**config.mk**
```make
export PLATFORM = sky130hd
export DESIGN_NAME = crc8_chained_key_keystream_xor
export DESIGN_NICKNAME = d
export VERILOG_FILES = /design/src/crc8ck_pkg.sv /design/src/crc8_chained_key_keystream_xor.sv /design/src/crc8ck_cfg.sv /design/src/crc8ck_core.sv
export SDC_FILE = /design/constraint.sdc
export NUM_CORES = 1
export LEC_CHECK = 0
export BUFFER_PORTS_ARGS = -buffer_cell sky130_fd_sc_hd__buf_2
export CORE_AREA = 2 2 129 162
export CTS_BUF_LIST = sky130_fd_sc_hd__clkbuf_8
export CTS_CLUSTER_DIAMETER = 80
export CTS_CLUSTER_SIZE = 25
export DETAILED_ROUTE_END_ITERATION = 8
export DIE_AREA = 0 0 131 164
export HOLD_SLACK_MARGIN = 0.05
export PLACE_DENSITY = 0.73
export SYNTH_ARGS = -nofsm -noshare
export SYNTH_HDL_FRONTEND = slang
export SYNTH_HIERARCHICAL = 1
export SYNTH_SLANG_ARGS = --single-unit
```
**constraint.sdc**
```tcl
create_clock -name i_clk -period 8.8 [get_ports i_clk]
set_input_delay 0.44 -clock i_clk [delete_from_list [all_inputs] [get_ports i_clk]]
set_output_delay 0.44 -clock i_clk [all_outputs]
set_load 0.005 [all_outputs]
```
**src/crc8ck_pkg.sv**
```systemverilog
// Package for the CRC-8 chained key keystream block.
// Holds shared widths, register codes, the configuration struct and the CRC-8 step function.
// No dependencies.
`timescale 1ns / 1ps

package crc8ck_pkg;

    localparam int KEY_BYTES   = 16;
    localparam int KEY_MAX_DEF = 16;
    localparam int POS_W       = 4;
    localparam int LEN_W       = 5;
    localparam int REG_W       = 64;
    localparam int ADDR_W      = 5;

    localparam logic [7:0] CRC8_POLY = 8'h8C;

    // register index codes (paddr[4:3])
    localparam logic [1:0] REG_KEY_LOW  = 2'd0;
    localparam logic [1:0] REG_KEY_HIGH = 2'd1;
    localparam logic [1:0] REG_KEY_LEN  = 2'd2;
    localparam logic [1:0] REG_NONE     = 2'd3;

    typedef struct packed {
        logic [REG_W-1:0] key_low;
        logic [REG_W-1:0] key_high;
        logic [LEN_W-1:0] key_length;
    } t_key_cfg;

    // eight reflected shift steps
    function automatic logic [7:0] crc8_byte(input logic [7:0] v);
        logic [7:0] c;
        c = v;
        for (int b = 0; b < 8; b++) begin
            c = c[0] ? ((c >> 1) ^ CRC8_POLY) : (c >> 1);
        end
        return c;
    endfunction

endpackage

```
**src/crc8_chained_key_keystream_xor.sv**
```systemverilog
// Top level of the CRC-8 chained key keystream XOR block.
// Instantiates crc8ck_cfg and crc8ck_core; depends on crc8ck_pkg.
//
// Usage:
//   Input channel (i_valid / o_ready) carries one packet byte per transaction
//   with the region length and a first-byte mark. Output channel
//   (o_valid / i_ready) returns one masked byte per input transaction, in order.
//   Masking and unmasking are the same operation.
//   Configuration: APB-style port, 64-bit registers at byte addresses
//   0 (key_low), 8 (key_high), 16 (key_length); pready is tied high.
//   Write the key only while no transaction is in flight.
// Pipeline and throughput:
//   A byte is captured in the input register, then the keystream step
//   (key byte add, chain XOR, eight CRC-8 shift steps) runs combinationally
//   into the result register, which drives o_valid.
//   One byte per cycle sustained while i_ready stays high; the chain
//   register feeds back through that combinational step.
// Reset (synchronous, active low): key registers clear, key_length = 1,
//   chain value, key position and length base clear, both stages empty.
// Stall: when i_ready is low the result holds; one more byte can still sit
//   in the input register, after which o_ready drops.
`timescale 1ns / 1ps

module crc8_chained_key_keystream_xor #(
    parameter int KEY_MAX = crc8ck_pkg::KEY_MAX_DEF
) (
    input  logic                          i_clk,
    input  logic                          i_rst_n,
    // configuration port
    input  logic                          psel,
    input  logic                          penable,
    input  logic                          pwrite,
    input  logic [crc8ck_pkg::ADDR_W-1:0] paddr,
    input  logic [crc8ck_pkg::REG_W-1:0]  pwdata,
    output logic [crc8ck_pkg::REG_W-1:0]  prdata,
    output logic                          pready,
    // input channel
    input  logic                          i_valid,
    output logic                          o_ready,
    input  logic [7:0]                    i_data_byte,
    input  logic [15:0]                   i_region_len,
    input  logic                          i_first,
    // output channel
    output logic                          o_valid,
    input  logic                          i_ready,
    output logic [7:0]                    o_out_byte
);
    import crc8ck_pkg::*;

    t_key_cfg key_cfg;

    // register file: key bytes and key length
    crc8ck_cfg u_cfg (
        .i_clk   (i_clk),
        .i_rst_n (i_rst_n),
        .psel    (psel),
        .penable (penable),
        .pwrite  (pwrite),
        .paddr   (paddr),
        .pwdata  (pwdata),
        .prdata  (prdata),
        .pready  (pready),
        .o_cfg   (key_cfg)
    );

    // keystream datapath with its running chain state
    crc8ck_core #(
        .KEY_MAX (KEY_MAX)
    ) u_core (
        .i_clk        (i_clk),
        .i_rst_n      (i_rst_n),
        .i_cfg        (key_cfg),
        .i_valid      (i_valid),
        .o_ready      (o_ready),
        .i_data_byte  (i_data_byte),
        .i_region_len (i_region_len),
        .i_first      (i_first),
        .o_valid      (o_valid),
        .i_ready      (i_ready),
        .o_out_byte   (o_out_byte)
    );

endmodule

```
**src/crc8ck_cfg.sv**
```systemverilog
// Configuration register file on an APB-style port.
// Holds key_low, key_high and key_length; depends on crc8ck_pkg.
`timescale 1ns / 1ps

module crc8ck_cfg (
    input  logic                          i_clk,
    input  logic                          i_rst_n,
    input  logic                          psel,
    input  logic                          penable,
    input  logic                          pwrite,
    input  logic [crc8ck_pkg::ADDR_W-1:0] paddr,
    input  logic [crc8ck_pkg::REG_W-1:0]  pwdata,
    output logic [crc8ck_pkg::REG_W-1:0]  prdata,
    output logic                          pready,
    output crc8ck_pkg::t_key_cfg          o_cfg
);
    import crc8ck_pkg::*;

    logic [REG_W-1:0] r_key_low;
    logic [REG_W-1:0] r_key_high;
    logic [LEN_W-1:0] r_key_length;
    logic             wr_en;
    logic [1:0]       reg_idx;

    assign pready  = 1'b1;
    assign wr_en   = psel && penable && pwrite;
    assign reg_idx = paddr[ADDR_W-1:3];

    always_ff @(posedge i_clk) begin
        if (!i_rst_n) begin
            r_key_low    <= '0;
            r_key_high   <= '0;
            r_key_length <= LEN_W'(1);
        end else if (wr_en) begin
            unique case (reg_idx)
                REG_KEY_LOW:  r_key_low    <= pwdata;
                REG_KEY_HIGH: r_key_high   <= pwdata;
                REG_KEY_LEN:  r_key_length <= pwdata[LEN_W-1:0];
                REG_NONE:     ;
                default:      ;
            endcase
        end
    end

    always_comb begin
        unique case (reg_idx)
            REG_KEY_LOW:  prdata = r_key_low;
            REG_KEY_HIGH: prdata = r_key_high;
            REG_KEY_LEN:  prdata = {{(REG_W-LEN_W){1'b0}}, r_key_length};
            REG_NONE:     prdata = '0;
            default:      prdata = '0;
        endcase
    end

    assign o_cfg.key_low    = r_key_low;
    assign o_cfg.key_high   = r_key_high;
    assign o_cfg.key_length = r_key_length;

endmodule

```
**src/crc8ck_core.sv**
```systemverilog
// Datapath: input register, keystream step with chained CRC-8, result register.
// Depends on crc8ck_pkg.
`timescale 1ns / 1ps

module crc8ck_core #(
    parameter int KEY_MAX = crc8ck_pkg::KEY_MAX_DEF
) (
    input  logic                 i_clk,
    input  logic                 i_rst_n,
    input  crc8ck_pkg::t_key_cfg i_cfg,
    input  logic                 i_valid,
    output logic                 o_ready,
    input  logic [7:0]           i_data_byte,
    input  logic [15:0]          i_region_len,
    input  logic                 i_first,
    output logic                 o_valid,
    input  logic                 i_ready,
    output logic [7:0]           o_out_byte
);
    import crc8ck_pkg::*;

    // input stage
    logic        r_in_valid;
    logic [7:0]  r_data;
    logic [7:0]  r_rlen_lo;
    logic        r_first;
    // running state
    logic [7:0]       r_chain;
    logic [POS_W-1:0] r_pos;
    logic [7:0]       r_base;
    // result stage
    logic        r_out_valid;
    logic [7:0]  r_out_byte;

    logic                    advance;
    logic [LEN_W-1:0]        eff_len;
    logic [8*KEY_BYTES-1:0]  key_all;
    logic [7:0]              base_use;
    logic [7:0]              chain_use;
    logic [POS_W-1:0]        pos_use;
    logic [7:0]              key_b;
    logic [7:0]              n_chain;
    logic [POS_W:0]          pos_inc;
    logic [POS_W-1:0]        n_pos;

    assign advance = r_in_valid && (!r_out_valid || i_ready);
    assign o_ready = !r_in_valid || advance;

    assign key_all = {i_cfg.key_high, i_cfg.key_low};

    always_comb begin
        if (i_cfg.key_length == '0) begin
            eff_len = LEN_W'(1);
        end else if (i_cfg.key_length > LEN_W'(KEY_MAX)) begin
            eff_len = LEN_W'(KEY_MAX);
        end else begin
            eff_len = i_cfg.key_length;
        end
    end

    always_comb begin
        base_use  = r_first ? (r_rlen_lo + 8'(eff_len)) : r_base;
        chain_use = r_first ? 8'd0 : r_chain;
        pos_use   = r_first ? '0 : r_pos;
        key_b     = key_all[{pos_use, 3'b000} +: 8];
        n_chain   = crc8_byte(chain_use ^ (key_b + base_use));
        pos_inc   = {1'b0, pos_use} + (POS_W+1)'(1);
        n_pos     = (pos_inc >= (POS_W+1)'(eff_len)) ? '0 : pos_inc[POS_W-1:0];
    end

    always_ff @(posedge i_clk) begin
        if (!i_rst_n) begin
            r_in_valid  <= 1'b0;
            r_out_valid <= 1'b0;
            r_chain     <= '0;
            r_pos       <= '0;
            r_base      <= '0;
        end else begin
            if (o_ready) begin
                r_in_valid <= i_valid;
            end
            if (advance) begin
                r_out_valid <= 1'b1;
                r_chain     <= n_chain;
                r_pos       <= n_pos;
                r_base      <= base_use;
            end else if (i_ready) begin
                r_out_valid <= 1'b0;
            end
        end
    end

    always_ff @(posedge i_clk) begin
        if (o_ready && i_valid) begin
            r_data    <= i_data_byte;
            r_rlen_lo <= i_region_len[7:0];
            r_first   <= i_first;
        end
        if (advance) begin
            r_out_byte <= r_data ^ n_chain;
        end
    end

    assign o_valid    = r_out_valid;
    assign o_out_byte = r_out_byte;

endmodule
```
==> results.yml <==
outcome:
  outcome: "finished clean"
routing:
  drt_iter0_markers: 549
  wirelength_um: 25310
  first_pass_iters: 5
  post-route-drc-count: 0
  wl_per_cell_um: 17.06
  ant_nets: 0
  vias_per_cell: 5.401
  via_count: 8009
layout:
  final_cell_mix: "nand2_1 (236), mux2i_1 (233), buf_2 (161)"
  final_common_cell: "nand2_1"
  design_area_mm2: 0.01120
  nNetsFinal: 1321
  n_antenna_cell: 0
  area_delta_synth_final_pct: 11.69
  drive_above_1_share_pct: 19.37
  utilization_pct: 56.14
die:
  row_count: 58
  initial_core_util_pct: 50.26
  core_mm2: 0.01996
  dieHeight_um: 164
  die_w_um: 131
  dieArea_mm2: 0.02148
  io_pins: 176
synth:
  synthAdderAreaFrac_pct: 2.644
  synth-edff-count: 25
  synth_area_mm2: 0.01003
  synth_nets: 1211
  synthTopCellsByArea: "dfxtp_1 (31%), mux2i_1 (23%), nand2_1 (8.8%), edfxtp_1 (7.5%), nor2_1 (4.0%)"
  synth-async-reset-ratio_pct: 0
  yosysSeqAreaShare_pct: 38.42
  netlist_instances: 1090
  synth-simple-area-share_pct: 15.80
  yosys_warnings: 6
  synth_ff_type: "dfxtp_1"
  synth_top_family_by_area: "multiplexers"
  synth_top_area_share_pct: 30.93
  yosysUniqueCellTypes: 59
  ys_ff_latch: 180
  yosys.area.top_type: "dfxtp_1"
  synth.mux.area_fraction_pct: 25.05
  synth-compound-area-share_pct: 7.260
  synth-xor-area-share_pct: 5.426
  syn_area_per_cell_um2: 9.203
clocking:
  clk_pin_slew_ns: 0.10
  postCtsSetupBuffers: 0
  cts_buffers: 17
  cts-resized-gates: 0
  cts_buffer_depth: 2
  clock-root-buffer: "clkbuf_8"
  clock_latency_ns: 0.46
  clock-sinks: 180
  cts_tree: "done"
  ctsHtreeMaxLevel: 4
  hold_buffers: 0
worst_setup_path:
  reg2reg_from: "u_core/r_pos[0]$_SDFFE_PN0P_"
  cp_max_fo: 45
  critical_path.top_delay_family: "XOR/XNOR gates"
  worstSetupPathType: "flop to flop"
  crit_path_start_kind: "flop"
  ff2ff_setup_slack_ns: 3.33
  rr_endpoint: "u_core/r_chain[2]$_SDFFE_PN0P_"
  crit_arrival_ns: 5.83
  crit_buf_inv: 2
  slowest_delay_ns: 0.59
  worst_setup_path_end_kind: "flop"
  path_cells: "buf_4 > nand2b_1 > inv_2 > mux2i_1 > a221oi_1 > nor2_1 > a21oi_1 > ha_1 > fa_1 > xor2_1 > xnor2_1 > xnor2_2 > xnor3_2 > xor2_4 > xor2_2 > a211oi_2"
  critPathRequiredTime_ns: 9.17
  worst_path_max_delay_cell: "nand2b_1"
  reg2regPathDepth: 16
global_route:
  grt_pass1_wl_um: 39300
  grt_pass1_vias: 7510
  overflow: 0
  grt_max_degree: 126
  grt_usage_pct: 23.57
  gr-usage-met2_pct: 39.71
  met1_usage_pct: 29.80
  grt-busiest-layer: "met2"
  antenna_found_initial: 0
  met3_usage_pct: 4.495
min_path:
  hold_depth: 1
  hp-class: "input pin to flop"
  holdPathEnd: "u_core/r_data[1]$_DFFE_PP_"
  worstHoldStart: "i_data_byte[1]"
pwr:
  clock_power_share_pct: 33.0
  p_int_uw: 1315
  p_seq_share_pct: 48.7
  switching_share_pct: 28.59
  peakVddDrop_v: 0.0001002
  pwr-share-comb_pct: 18.4
  powerDensity_mw_per_mm2: 164.4
  leakage_uw: 0.004943
  power.switching_uw: 526.6
placement:
  portBuffers: 163
  gp_congestion: 0.9232
  dp_hpwl_um: 17710
  place_ws_ns: 3.424
  postPlaceCellArea_mm2: 0.01078
sta:
  period_needed_ns: 5.465
  fmax_mhz: 183.0
  final.setup.tns_ns: 0
  worst_slew_pin_slew_ns: 1.068
  skew_ns: 0.02120
  slew_viol_final: 0
  setup_viol: 0
  rsz0062_at_grt: "no"
  maxSlewHeadroom_pct: 28.82
  post-route-period-util_pct: 62.10
  hold_viol_final: 0
  fin_ws_ns: 3.335
job:
  drv_cap: 0
[power by group through the flow]
stage	Clock (uW)	Sequential, uW	Combinational [uW]
5_1_grt	654	901	369
3_3_place_gp	0	915	333
4_1_cts	618	897	340
3_5_place_dp	0	915	339
6_report	607	896	338
2_1_floorplan	0	913	265
[state kept, by name, summed over array words and instances, names as in the netlist, 4 cells and up]
register            cells
u_cfg/r_key_low        64
u_core/r_data           8
u_core/r_pos            4
u_cfg/r_key_length      5
u_core/o_out_byte       8
u_core/r_chain          8
u_core/r_base           8
u_cfg/r_key_high       64
u_core/r_rlen_lo        8
[worst reg2reg max path, stage by stage, from the launching register on]
cell and delay (ns):
dfxtp_2 0.32, buf_4 0.54, nand2b_1 0.61, inv_2 0.57, mux2i_1 0.17, a221oi_1 0.35, nor2_1 0.07, a21oi_1 0.25
ha_1 0.23, fa_1 0.48, xor2_1 0.20, xnor2_1 0.24, xnor2_2 0.18, xnor3_2 0.53, xor2_4 0.24, xor2_2 0.18
a211oi_2 0.22
[synthesized netlist by cell type (all sizes together) (4+ instances only)]
library cell  instances
a22oi                 4
mux2                 12
buf                  39
and2                  4
mux2i               233
o21ai                10
xor2                 17
nand2               236
a21oi                36
nor2                106
edfxtp               25
o22a                  9
nor3                 22
inv                  14
nor2b                 8
clkbuf               41
a211oi                6
nand3                 6
xnor3                 4
ha                   18
a221oi               14
dfxtp               155
o22ai                15
xnor2                27
a21o                  4
nand2b                5
[how the worst max path moves through the flow]
stage | slack, ns | startpoint | cells past startpoint | endpoint
2_1_floorplan | 4.45 | u_core/r_first$_DFFE_PP_ | 18 | u_core/r_chain[2]$_SDFFE_PN0P_
3_3_place_gp | 3.55 | u_core/r_pos[0]$_SDFFE_PN0P_ | 17 | u_core/r_chain[2]$_SDFFE_PN0P_
3_5_place_dp | 3.42 | u_core/r_pos[0]$_SDFFE_PN0P_ | 17 | u_core/r_chain[2]$_SDFFE_PN0P_
4_1_cts | 3.41 | u_core/r_pos[0]$_SDFFE_PN0P_ | 17 | u_core/r_chain[2]$_SDFFE_PN0P_
5_1_grt | 3.04 | u_core/r_pos[0]$_SDFFE_PN0P_ | 17 | u_core/r_chain[2]$_SDFFE_PN0P_
6_report | 3.33 | u_core/r_pos[0]$_SDFFE_PN0P_ | 16 | u_core/r_chain[2]$_SDFFE_PN0P_
[metal layers]
layer / routed length, um / share of wire (%)
met1: 10820 / 43
met2: 12440 / 49
met3: 1250 / 4.9
met4: 788 / 3.1
met5: 0 / 0
[area by class of cell]
type	instances	area, um2
multi-input combinational	816	5645
timing repair buffer	171	884.6
clock buffer	18	247.7
clock inverter	14	180.2
sequential	180	3855
inverter	14	52.55
fill	1829	8753
tap	270	337.8
[logic make-up (layout without fill, tap and decap cells)]
logic type	count (synthesis)	count (layout)
AND/OR/NAND/NOR	392	392
multiplexers	247	247
other	1	1
flip-flops	180	180
AO/OA/AOI/OAI	108	108
buffers and inverters	94	217
adder cells (fa/ha/maj)	20	20
XOR/XNOR	48	48
[metrics by stage]
step	power, uW	instances	hold WS, ns
3_5_place_dp	1255	1451	0.4467
2_1_floorplan	1178	1090	0.4338
5_1_grt	1924	1483	0.1182
4_1_cts	1855	1483	0.1276
3_3_place_gp	1248	1451	0.4395
6_report	1842	1483	0.1556
No activity file was read; power rests on OpenSTA's default activity.
